$ cat src/sv/ffba_pkg.sv
// ffba_pkg: shared codes and field widths for the first-fit block allocator
// used by the allocator top level and its port checker; no dependencies
`timescale 1ns / 1ps

package ffba_pkg;

	// request field widths
	localparam int FUNC_W   = 2;
	localparam int SLOT_W   = 16;
	localparam int COUNT_W  = 17;

	// configuration field widths
	localparam int CAP_W     = 17;
	localparam int STRIDE_W  = 13;
	localparam int ADDR_W    = 64;
	localparam int CFG_IDX_W = 2;

	// request function codes
	localparam logic [FUNC_W-1:0] FUNC_ALLOC = 2'd0;
	localparam logic [FUNC_W-1:0] FUNC_FREE  = 2'd1;
	localparam logic [FUNC_W-1:0] FUNC_SET   = 2'd2;

	// configuration register indexes
	localparam logic [CFG_IDX_W-1:0] REG_CAPACITY = 2'd0;
	localparam logic [CFG_IDX_W-1:0] REG_STRIDE   = 2'd1;
	localparam logic [CFG_IDX_W-1:0] REG_CPU_BASE = 2'd2;
	localparam logic [CFG_IDX_W-1:0] REG_GPU_BASE = 2'd3;

	// configuration reset values
	localparam logic [CAP_W-1:0]    CAP_RESET    = 17'd65536;
	localparam logic [STRIDE_W-1:0] STRIDE_RESET = 13'd32;

endpackage

$ cat src/sv/ffba_free_ram.sv
// ffba_free_ram: single write port, single read port store for free-list entries
// registered read data; no reset on contents; no package dependencies
`timescale 1ns / 1ps

module ffba_free_ram #(
	parameter int DEPTH = 64,
	parameter int AW    = 6,
	parameter int DW    = 34
) (
	input  logic          clk,
	input  logic          we,
	input  logic [AW-1:0] waddr,
	input  logic [DW-1:0] wdata,
	input  logic [AW-1:0] raddr,
	output logic [DW-1:0] rdata
);

	logic [DW-1:0] mem [DEPTH];
	logic [DW-1:0] rdata_q;

	// write port
	always_ff @(posedge clk) begin
		if (we) begin
			mem[waddr] <= wdata;
		end
	end

	// registered read port
	always_ff @(posedge clk) begin
		rdata_q <= mem[raddr];
	end

	assign rdata = rdata_q;

endmodule

$ cat src/sv/first_fit_block_allocator_unit.sv
// first_fit_block_allocator_unit: first-fit free list with bump fallback
// depends on ffba_pkg and ffba_free_ram
`timescale 1ns / 1ps

// A request is taken when start is high and busy is low. Free, set and
// unused requests never raise busy; their result strobes on done in the
// cycle after the request. An allocate raises busy and walks the free list
// one entry per cycle through the free-list RAM's registered read port,
// with one length compare per cycle. A hit whose block is not used up
// goes straight on to the address steps; a hit that empties its block
// first moves the later entries down one per cycle; a miss falls back
// to the bump pointer, and when the bump bound fails the result strobes
// with out_of_space set. A grant's address steps are a stride multiply
// and then the two base additions, and its strobe comes with the sums.
// done is high for one cycle only and cannot be held off,
// so results must be taken as they come; a new request may be issued in
// the same cycle that done is shown.

module first_fit_block_allocator_unit #(
	parameter int FREE_SLOTS = 64,
	parameter int INDEX_BITS = 16
) (
	input  logic                                clk,
	input  logic                                arst_n,
	// request channel
	input  logic                                start,
	output logic                                busy,
	input  logic [ffba_pkg::FUNC_W-1:0]         func,
	input  logic [ffba_pkg::SLOT_W-1:0]         slot_index,
	input  logic [ffba_pkg::COUNT_W-1:0]        slot_count,
	// result channel
	output logic                                done,
	output logic [ffba_pkg::ADDR_W-1:0]         cpu_address,
	output logic [ffba_pkg::ADDR_W-1:0]         gpu_address,
	output logic [ffba_pkg::SLOT_W-1:0]         granted_index,
	output logic [ffba_pkg::COUNT_W-1:0]        granted_count,
	output logic                                out_of_space,
	// configuration write port
	input  logic                                cfg_we,
	input  logic [ffba_pkg::CFG_IDX_W-1:0]      cfg_index,
	input  logic [ffba_pkg::ADDR_W-1:0]         cfg_data
);

	localparam int LW = ffba_pkg::COUNT_W;
	localparam int XW = INDEX_BITS + 1;
	localparam int CW = (XW > ffba_pkg::CAP_W) ? XW : ffba_pkg::CAP_W;
	localparam int EW = $clog2(FREE_SLOTS + 1);
	localparam int AW = (FREE_SLOTS > 1) ? $clog2(FREE_SLOTS) : 1;
	localparam int DW = XW + LW;
	localparam int PW = XW + ffba_pkg::STRIDE_W;

	typedef enum logic [2:0] {
		S_IDLE,
		S_SCAN,
		S_SHIFT,
		S_BUMP,
		S_MUL,
		S_ADD
	} state_t;

	state_t state_q;

	// configuration registers
	logic [ffba_pkg::CAP_W-1:0]    capacity_q;
	logic [ffba_pkg::STRIDE_W-1:0] stride_q;
	logic [ffba_pkg::ADDR_W-1:0]   cpu_base_q;
	logic [ffba_pkg::ADDR_W-1:0]   gpu_base_q;

	// sequencer state
	logic [EW-1:0] ptr_q;
	logic [EW-1:0] entries_q;
	logic [XW-1:0] bump_q;
	logic [LW-1:0] cnt_q;
	logic [XW-1:0] index_q;
	logic [PW-1:0] prod_q;

	// result registers
	logic                             done_q;
	logic [ffba_pkg::ADDR_W-1:0]      cpu_address_q;
	logic [ffba_pkg::ADDR_W-1:0]      gpu_address_q;
	logic [ffba_pkg::SLOT_W-1:0]      granted_index_q;
	logic [ffba_pkg::COUNT_W-1:0]     granted_count_q;
	logic                             out_of_space_q;

	// ram ports
	logic          ram_we;
	logic [AW-1:0] ram_waddr;
	logic [DW-1:0] ram_wdata;
	logic [EW-1:0] rd_ptr;
	logic [DW-1:0] ram_rdata;

	// request decode
	logic          accept;
	logic [INDEX_BITS-1:0] sidx;
	logic [XW-1:0] room;
	logic [LW-1:0] free_len;
	logic          list_room;

	// scan datapath
	logic [XW-1:0] rd_start;
	logic [LW-1:0] rd_len;
	logic          hit;
	logic [LW-1:0] new_len;
	logic [XW-1:0] new_start;
	logic [EW-1:0] ptr_nxt;
	logic          more;

	// bump datapath
	logic [CW-1:0] span_c;
	logic [CW-1:0] cap_w;
	logic [CW-1:0] usable;
	logic [CW-1:0] bump_w;
	logic [CW-1:0] cnt_w;
	logic          fits;
	logic [31:0]   index_ext;

	assign accept = start && (state_q == S_IDLE);
	assign busy   = (state_q != S_IDLE);

	// free request: clip block to the index span
	assign sidx      = INDEX_BITS'(slot_index);
	assign room      = (XW'(1) << INDEX_BITS) - XW'(sidx);
	assign free_len  = (CW'(slot_count) < CW'(room)) ? slot_count : LW'(room);
	assign list_room = (entries_q < EW'(FREE_SLOTS));

	// first-fit compare on the entry read last cycle
	assign rd_start  = ram_rdata[DW-1:LW];
	assign rd_len    = ram_rdata[LW-1:0];
	assign hit       = (rd_len >= cnt_q);
	assign new_len   = rd_len - cnt_q;
	assign new_start = rd_start + XW'(cnt_q);
	assign ptr_nxt   = ptr_q + EW'(1);
	assign more      = (ptr_nxt < entries_q);

	// bump bound, exact fill allowed
	assign span_c = CW'(1) << INDEX_BITS;
	assign cap_w  = CW'(capacity_q);
	assign usable = (cap_w < span_c) ? cap_w : span_c;
	assign bump_w = CW'(bump_q);
	assign cnt_w  = CW'(cnt_q);
	assign fits   = (bump_w <= usable) && (cnt_w <= usable - bump_w);

	assign index_ext = 32'(index_q);

	// read address: prefetch the next entry while scanning or shifting
	always_comb begin
		case (state_q)
			S_SCAN:  rd_ptr = ptr_nxt;
			S_SHIFT: rd_ptr = ptr_q + EW'(2);
			default: rd_ptr = '0;
		endcase
	end

	// write port: append on free, update on split, move down on removal
	always_comb begin
		ram_we    = 1'b0;
		ram_waddr = ptr_q[AW-1:0];
		ram_wdata = ram_rdata;
		case (state_q)
			S_IDLE: begin
				ram_waddr = entries_q[AW-1:0];
				ram_wdata = {XW'(sidx), free_len};
				ram_we    = accept && (func == ffba_pkg::FUNC_FREE) &&
				            (free_len != '0) && list_room;
			end
			S_SCAN: begin
				ram_wdata = {new_start, new_len};
				ram_we    = hit && (new_len != '0);
			end
			S_SHIFT: begin
				ram_we = more;
			end
			default: begin
				ram_we = 1'b0;
			end
		endcase
	end

	ffba_free_ram #(
		.DEPTH (FREE_SLOTS),
		.AW    (AW),
		.DW    (DW)
	) u_free_ram (
		.clk   (clk),
		.we    (ram_we),
		.waddr (ram_waddr),
		.wdata (ram_wdata),
		.raddr (rd_ptr[AW-1:0]),
		.rdata (ram_rdata)
	);

	// configuration registers
	always_ff @(posedge clk or negedge arst_n) begin
		if (!arst_n) begin
			capacity_q <= ffba_pkg::CAP_RESET;
			stride_q   <= ffba_pkg::STRIDE_RESET;
			cpu_base_q <= '0;
			gpu_base_q <= '0;
		end else if (cfg_we) begin
			case (cfg_index)
				ffba_pkg::REG_CAPACITY: capacity_q <= cfg_data[ffba_pkg::CAP_W-1:0];
				ffba_pkg::REG_STRIDE:   stride_q   <= cfg_data[ffba_pkg::STRIDE_W-1:0];
				ffba_pkg::REG_CPU_BASE: cpu_base_q <= cfg_data;
				ffba_pkg::REG_GPU_BASE: gpu_base_q <= cfg_data;
				default: begin
				end
			endcase
		end
	end

	// sequencer and result registers
	always_ff @(posedge clk or negedge arst_n) begin
		if (!arst_n) begin
			state_q         <= S_IDLE;
			ptr_q           <= '0;
			entries_q       <= '0;
			bump_q          <= '0;
			done_q          <= 1'b0;
			cnt_q           <= '0;
			index_q         <= '0;
			prod_q          <= '0;
			cpu_address_q   <= '0;
			gpu_address_q   <= '0;
			granted_index_q <= '0;
			granted_count_q <= '0;
			out_of_space_q  <= 1'b0;
		end else begin
			done_q <= 1'b0;
			case (state_q)
				S_IDLE: begin
					if (accept) begin
						cnt_q <= slot_count;
						ptr_q <= '0;
						case (func)
							ffba_pkg::FUNC_ALLOC: begin
								state_q <= (entries_q == '0) ? S_BUMP : S_SCAN;
							end
							ffba_pkg::FUNC_FREE: begin
								if ((free_len != '0) && list_room) begin
									entries_q <= entries_q + EW'(1);
								end
								done_q          <= 1'b1;
								cpu_address_q   <= '0;
								gpu_address_q   <= '0;
								granted_index_q <= '0;
								granted_count_q <= '0;
								out_of_space_q  <= (free_len != '0) && !list_room;
							end
							ffba_pkg::FUNC_SET: begin
								bump_q          <= XW'(sidx);
								done_q          <= 1'b1;
								cpu_address_q   <= '0;
								gpu_address_q   <= '0;
								granted_index_q <= '0;
								granted_count_q <= '0;
								out_of_space_q  <= 1'b0;
							end
							default: begin
								done_q          <= 1'b1;
								cpu_address_q   <= '0;
								gpu_address_q   <= '0;
								granted_index_q <= '0;
								granted_count_q <= '0;
								out_of_space_q  <= 1'b0;
							end
						endcase
					end
				end
				S_SCAN: begin
					if (hit) begin
						index_q <= rd_start;
						state_q <= (new_len == '0) ? S_SHIFT : S_MUL;
					end else if (more) begin
						ptr_q <= ptr_nxt;
					end else begin
						state_q <= S_BUMP;
					end
				end
				S_SHIFT: begin
					if (more) begin
						ptr_q <= ptr_nxt;
					end else begin
						entries_q <= entries_q - EW'(1);
						state_q   <= S_MUL;
					end
				end
				S_BUMP: begin
					if (fits) begin
						index_q <= bump_q;
						bump_q  <= XW'(bump_w + cnt_w);
						state_q <= S_MUL;
					end else begin
						done_q          <= 1'b1;
						cpu_address_q   <= '0;
						gpu_address_q   <= '0;
						granted_index_q <= '0;
						granted_count_q <= '0;
						out_of_space_q  <= 1'b1;
						state_q         <= S_IDLE;
					end
				end
				S_MUL: begin
					prod_q  <= PW'(index_q) * PW'(stride_q);
					state_q <= S_ADD;
				end
				S_ADD: begin
					done_q          <= 1'b1;
					cpu_address_q   <= cpu_base_q + ffba_pkg::ADDR_W'(prod_q);
					gpu_address_q   <= gpu_base_q + ffba_pkg::ADDR_W'(prod_q);
					granted_index_q <= index_ext[ffba_pkg::SLOT_W-1:0];
					granted_count_q <= cnt_q;
					out_of_space_q  <= 1'b0;
					state_q         <= S_IDLE;
				end
				default: begin
					state_q <= S_IDLE;
				end
			endcase
		end
	end

	assign done          = done_q;
	assign cpu_address   = cpu_address_q;
	assign gpu_address   = gpu_address_q;
	assign granted_index = granted_index_q;
	assign granted_count = granted_count_q;
	assign out_of_space  = out_of_space_q;

endmodule

$ cat config.mk
export PLATFORM = sky130hd
export DESIGN_NAME = first_fit_block_allocator_unit
export DESIGN_NICKNAME = d
export VERILOG_FILES = /design/src/sv/ffba_pkg.sv /design/src/sv/ffba_free_ram.sv /design/src/sv/first_fit_block_allocator_unit.sv
export SDC_FILE = /design/constraint.sdc
export NUM_CORES = 2
export LEC_CHECK = 0
export BUFFER_PORTS_ARGS = -buffer_cell sky130_fd_sc_hd__buf_2
export CORE_MARGIN = 2
export CORE_UTILIZATION = 65
export CTS_CLUSTER_DIAMETER = 100
export CTS_CLUSTER_SIZE = 20
export DETAILED_ROUTE_END_ITERATION = 8
export PLACE_DENSITY = 0.85
export SLEW_MARGIN = 10
export SYNTH_ARGS = -nofsm -noshare
export SYNTH_HDL_FRONTEND = slang
export SYNTH_SLANG_ARGS = --single-unit
$ cat constraint.sdc
create_clock -name clk -period 14.75 [get_ports clk]
set_input_delay 0.7375 -clock clk [delete_from_list [all_inputs] [get_ports clk]]
set_output_delay 0.7375 -clock clk [all_outputs]
set_load 0.02 [all_outputs]
# [Yosys cells after proc, flatten, opt, wreduce, memory -nomap -nowiden]
# Memory sizes are Yosys's and may differ from the RTL's. A register that Yosys moved wholly into a read port is not among the register bits.
# Index checks and enable logic that the tools add are counted.
[totals] memories=1 in_bits=105 ram_bits=2176 regBits=419
[memory_table] name="u_free_ram.mem" words=64 word_bits=34 rd=1 rd_ports_with_merged_regs=1 wr=1 line_no="ffba_free_ram.sv:18" rtl="logic [DW-1:0] mem [DEPTH];"
[op_classes] reduce_logical=33 multipliers=1 add_sub_neg=11 n_eq_ne=22 mux=54 magnitude_cmp=7
[op_table] op="$pmux 64 s3" count=2
[op_table] op="$mux 64" count=3
[op_table] op="$mux 17" count=10
[op_table] op="$add 64x30->64" count=2
[op_table] op="$pmux 17 s2" count=2
[op_table] op="$pmux 34 s2" count=1
[op_table] op="$pmux 17 s3" count=1
[op_table] op="$mux 7" count=7
[op_table] op="$mux 16" count=3
[op_table] op="$pmux 16 s3" count=1
[op_table] op="$add 17x17->17" count=2
[op_table] op="$le 17x17->1" count=2
[op_table] op="$reduce_bool 17->1" count=2
[op_table] op="$sub 17x17->17" count=2
[op_table] op="$mul 17x13->30" count=1
[op_table] op="$mux 3" count=7
[op_table] op="$pmux 7 s3" count=1
[op_table] op="$ge 17x17->1" count=1
[op_table] op="$logic_not 17->1" count=1
[op_table] op="$lt 17x17->1" count=1
[op_table] op="$lt 17x17->1 const B" count=1
[op_table] op="$sub 17x16->17 const A" count=1
[op_table] op="$pmux 3 s5" count=1
[op_table] op="$add 7x1->7 const B" count=2
[op_table] op="other kinds (30)" count=71

# [Longest topological paths before layout]
[logic_depth] ltp_word=9 ltp_mapped=26 mapped_depth_nobuf=24

# [Modules after synthesis]
# From an unflattened synthesis, not the netlist that was laid out.
[unflattened] cells_unflattened=7323 area_unflattened_um2=116748.2
[modules_own_cells] module="ffba_free_ram" area_per_inst_um2=83774.1 instances=1 cells_each=3744
[modules_own_cells] module="first_fit_block_allocator_unit" area_per_inst_um2=32974.1 instances=1 cells_each=3579

# [Worst setup path before layout]
# OpenSTA, ideal clock, no wires.
[synth_timing] path_kind="in2reg" startpoint="input port slot_index[1] (netlist name)" endpoint="memory u_free_ram.mem[0][14], data pin" stages=18 slack_ps=7243 t_arrival_ps=6788 path_buffers=3 path_cell_list="clkbuf_1 inv_1 ha_1 nor4b_1 nand2_1 nor2_1 nand2_1 xnor2_1 ha_1 a21o_1 a21o_1 a221oi_1 o21ai_0 buf_4 buf_1 mux2i_1 nor2_1 o31ai_1"
[synth_via] elab_chain_len=4
[synth_rtl] item="start, declared" line_no="first_fit_block_allocator_unit.sv:29" rtl="input logic [ffba_pkg::SLOT_W-1:0] slot_index,"
[synth_rtl] item="$sub 17x16->17 *" line_no="first_fit_block_allocator_unit.sv:122" rtl="assign room = (XW'(1) << INDEX_BITS) - XW'(sidx);"
[synth_rtl] item="$lt 17x17->1" line_no="first_fit_block_allocator_unit.sv:123" rtl="assign free_len = (CW'(slot_count) < CW'(room)) ? slot_count : LW'(room);"
[synth_rtl] item="$mux 17 *" line_no="first_fit_block_allocator_unit.sv:123"
[synth_rtl] item="$pmux 34 s2 *" line_no="first_fit_block_allocator_unit.sv:159" rtl="case (state_q)"
[synth_rtl] item="via ram_wdata[14]" line_no="first_fit_block_allocator_unit.sv:88" rtl="logic [DW-1:0] ram_wdata;"
[synth_rtl] item="end, declared" line_no="ffba_free_ram.sv:18"
# Mark *: on every way through the listed nets, which the timed path passes. The rest lies on a longest branch.

# [Final worst setup path]
[layout_timing] startpoint="register state_q[0]" endpoint="register u_free_ram.rdata_q[17], in the netlist u_free_ram.rdata[17], read port of u_free_ram.mem"
[layout_via] elab_chain_len=2
[layout_rtl] item="start, declared" line_no="first_fit_block_allocator_unit.sv:61" rtl="state_t state_q;"
[layout_rtl] item="start signal, assigned" line_no="first_fit_block_allocator_unit.sv:236" rtl="state_q <= (entries_q == '0) ? S_BUMP : S_SCAN;"
[layout_rtl] item="start signal, assigned" line_no="first_fit_block_allocator_unit.sv:272" rtl="state_q <= (new_len == '0) ? S_SHIFT : S_MUL;"
[layout_rtl] item="$eq 3x2->1 / $eq 3x1->1 (equally long branches)" line_no="first_fit_block_allocator_unit.sv:147" rtl="case (state_q)"
[layout_rtl] item="$pmux 6 s2 *" line_no="first_fit_block_allocator_unit.sv:147"
[layout_rtl] item="end, declared" line_no="ffba_free_ram.sv:19" rtl="logic [DW-1:0] rdata_q;"
# Every way passes the cells marked *; elsewhere a longest branch is shown, timed or not.
# A chain may end at the register's enable or synchronous reset.

==> run metrics <==
vias per cell=7.16; worst reg2reg path depth=13; GPL Wtd Cong=0.977; status=finished with violations; Post-DP Area=122000 um2; Clk pin slew, worst setup/hold paths=0.10 ns; Seq cells post-synth=2629; Syn Nets=8022; grt ovf=0; number of cell rows=roughly 160; Req. time, crit path=approximately 15 ns; PortBufs=between 200 and 300; Hold Fails Final Rpt=0; commonest non-fill, non-tap cells in the layout=2176 x edfxtp_1, 799 x nand2_1, 544 x mux4_2; Syn Inst Count=7497; CP Class=register to register; static leakage=35.7 nW; IO Count=269; hpwl dp=213 mm; Die Ht=429 um; largest net degree at the start of global routing=169; Slew HR=-0.445%; slowest CP cell=a31oi_1; Clock Tree Buf Depth=3; Final setup violation count=0; final setup skew=around 0.06 ns; synth unique cells=85; Synth Flop Type=edfxtp_1; share of post-route cells with drive strength above 1=18.3%; hold slack=about 0.044 ns; Seq/Total Area, Yosys=65.3%; Hold Crit Class=primary input to asynchronous set/reset pin; number of nets in the layout=8165; synth warn=0; actual slew at the worst max-slew pin=1.50 ns; CP max FO=90; DR WL/cell=34.7 um; power per cell area=103 nW/um2; VDD IR max=0.122 mV; postcts setup bufs=0; Root Driver=clkbuf_16; most frequent CP cell=a21oi_1; CTS tree=yes; Starting Density=65.6%; CP Capture Type=register; routed wire length=350 mm; Max-cap violations=2; fillers=10700; Layout Area Growth over Synthesis=7.80%; commonest non-fill, non-tap cell in the layout=edfxtp_1; CTS buffer count=152; Clock Sink Count=between 2000 and 3000; syn avg cell area=15.6 um2; Startpoint Class=register; Resized cells post-CTS=0; post-route setup TNS=0 ns; period utilization=a little under half; Arr. time, crit path=7.55 ns; # hold bufs at CTS=0; violated checks=capacitance limit, slew limit; DRT Pass-1 Iters=9; first-pass GRT wire length=502 mm; DIE AREA=184000 um2; Core Region=179000 um2; initial antenna violation count=34; Synth Cell Area=~120000 um2; vias in the first global route=70900; Vias=72300; initial drt markers=11500; final count of pins violating max slew=1; drt drc=0; Clk Latency, worst-skew pair=0.86 ns; Pwr Total=roughly 13 mW; Final min period=roughly 6.9 ns; Critical Path Max Stage Delay=0.88 ns; f_max=0.146 GHz; FFs w/ async S/R, synth=between 10% and 20%; Design Area, Final=126000 um2; DIE WIDTH=429 um; total track usage=between 30% and 40%; H-tree levels=4; worst-path cell chain=clkinv_1 -> nor2_1 -> a21oi_1 -> nor2_4 -> buf_12 -> buf_12 -> buf_4 -> buf_4 -> mux4_2 -> nand2_1 -> a31oi_1 -> a21oi_1 -> a21oi_1; RSZ-0062 raised after global routing=no; ANT nets after route=0; Post-synth EDFFs=2176
-- registers in the layout, indices dropped and copies added, names as in the netlist, 30 cells and up --
signal	count
gpu_base_q	64
cpu_address	64
u_free_ram.mem	2176
gpu_address	64
cpu_base_q	64
prod_q	30
u_free_ram.rdata	34
-- synthesized netlist by cell type, drive strengths merged, types with 31 or more instances --
master	n	share of area, %
dfrtp	417	8.9
a311oi	71	0.53
nor2b	44	0.23
ha	248	2.6
nand2b	31	0.17
mux4	544	10
nand2	805	2.6
a21oi	224	0.96
a21o	49	0.32
a211oi	192	1.2
dfxtp	34	0.58
o21ai	326	1.4
clkbuf	311	1.0
fa	172	2.9
mux2	168	1.6
nor3	46	0.20
nand3	41	0.18
inv	322	1.0
and2	248	1.3
mux2i	41	0.35
xnor2	121	0.90
nor2	242	0.77
edfxtp	2176	56
buf	71	0.29
xor2	79	0.59
a31oi	113	0.61
-- final timing paths --
path                                  from              endpoint  slack (ns)
max in group asynchronous           arst_n              ptr_q[1]       13.15
setup reg to reg                state_q[0]  u_free_ram.rdata[17]        7.88
hold / removal                      arst_n       gpu_address[18]        0.04
setup / recovery                state_q[0]  u_free_ram.rdata[17]        7.88
hold reg to reg            gpu_address[40]       gpu_address[40]        0.48
min in group clk              cfg_data[26]        gpu_base_q[26]        0.13
-- critical path: cells and delay by family, from the launching register on --
kind / cells / cell delay, ns
buffers and inverters: 5 / 2.60
DFF: 1 / 0.87
AOI/OAI and AO/OA: 4 / 1.83
muxes: 1 / 0.35
and+or+nand+nor: 3 / 0.73
-- power by group --
group	internal, mW	switching [mW]
clock	1.96	2.44
sequential	8.01	0.117
combinational	0.229	0.287
-- cell families (layout without fill, tap and decap cells) --
family / Yosys count / after routing / share of synthesized area (%)
xor+xnor: 200 / 200 / 1.49
simple gates: 1622 / 1622 / 6.42
flops: 2629 / 2629 / 65.3
buf+inv: 706 / 927 / 2.33
fa+ha+maj: 420 / 420 / 5.58
other cells: 0 / 23 / 0
mux: 753 / 753 / 12.4
compound gates: 1167 / 1167 / 6.50
-- through the flow --
step	cells	util, %	setup WS, ns
6_report	10100	70.7	7.88
5_1_grt	10100	70.7	7.42
4_1_cts	10100	70.6	8.06
3_5_place_dp	9838	68.2	7.94
3_3_place_gp	9838	68.2	8.09
2_1_floorplan	7497	-	7.24
-- cell type report --
| class | count | area (um2) | share of cell area [%] |
|---|---|---|---|
| well taps | 2355 | 2950 | 2.33 |
| repair buffers | 371 | 2270 | 1.80 |
| clock inverters | 20 | 313 | 0.247 |
| flip-flops and latches | 2629 | 76500 | 60.5 |
| clock buffers | 212 | 4050 | 3.20 |
| multi-input cells | 4162 | 39000 | 30.9 |
| inverters | 324 | 1220 | 0.962 |
| diodes | 23 | 57.6 | 0.0455 |
-- per-layer routing --
layer / part of all wire (%) / global-route usage, %
met5: 0.041 / 0.234
met4: 8.4 / 25.0
met3: 13 / 10.9
met2: 46 / 58.6
met1: 33 / 48.1
No activity file was read; power rests on OpenSTA's default activity.
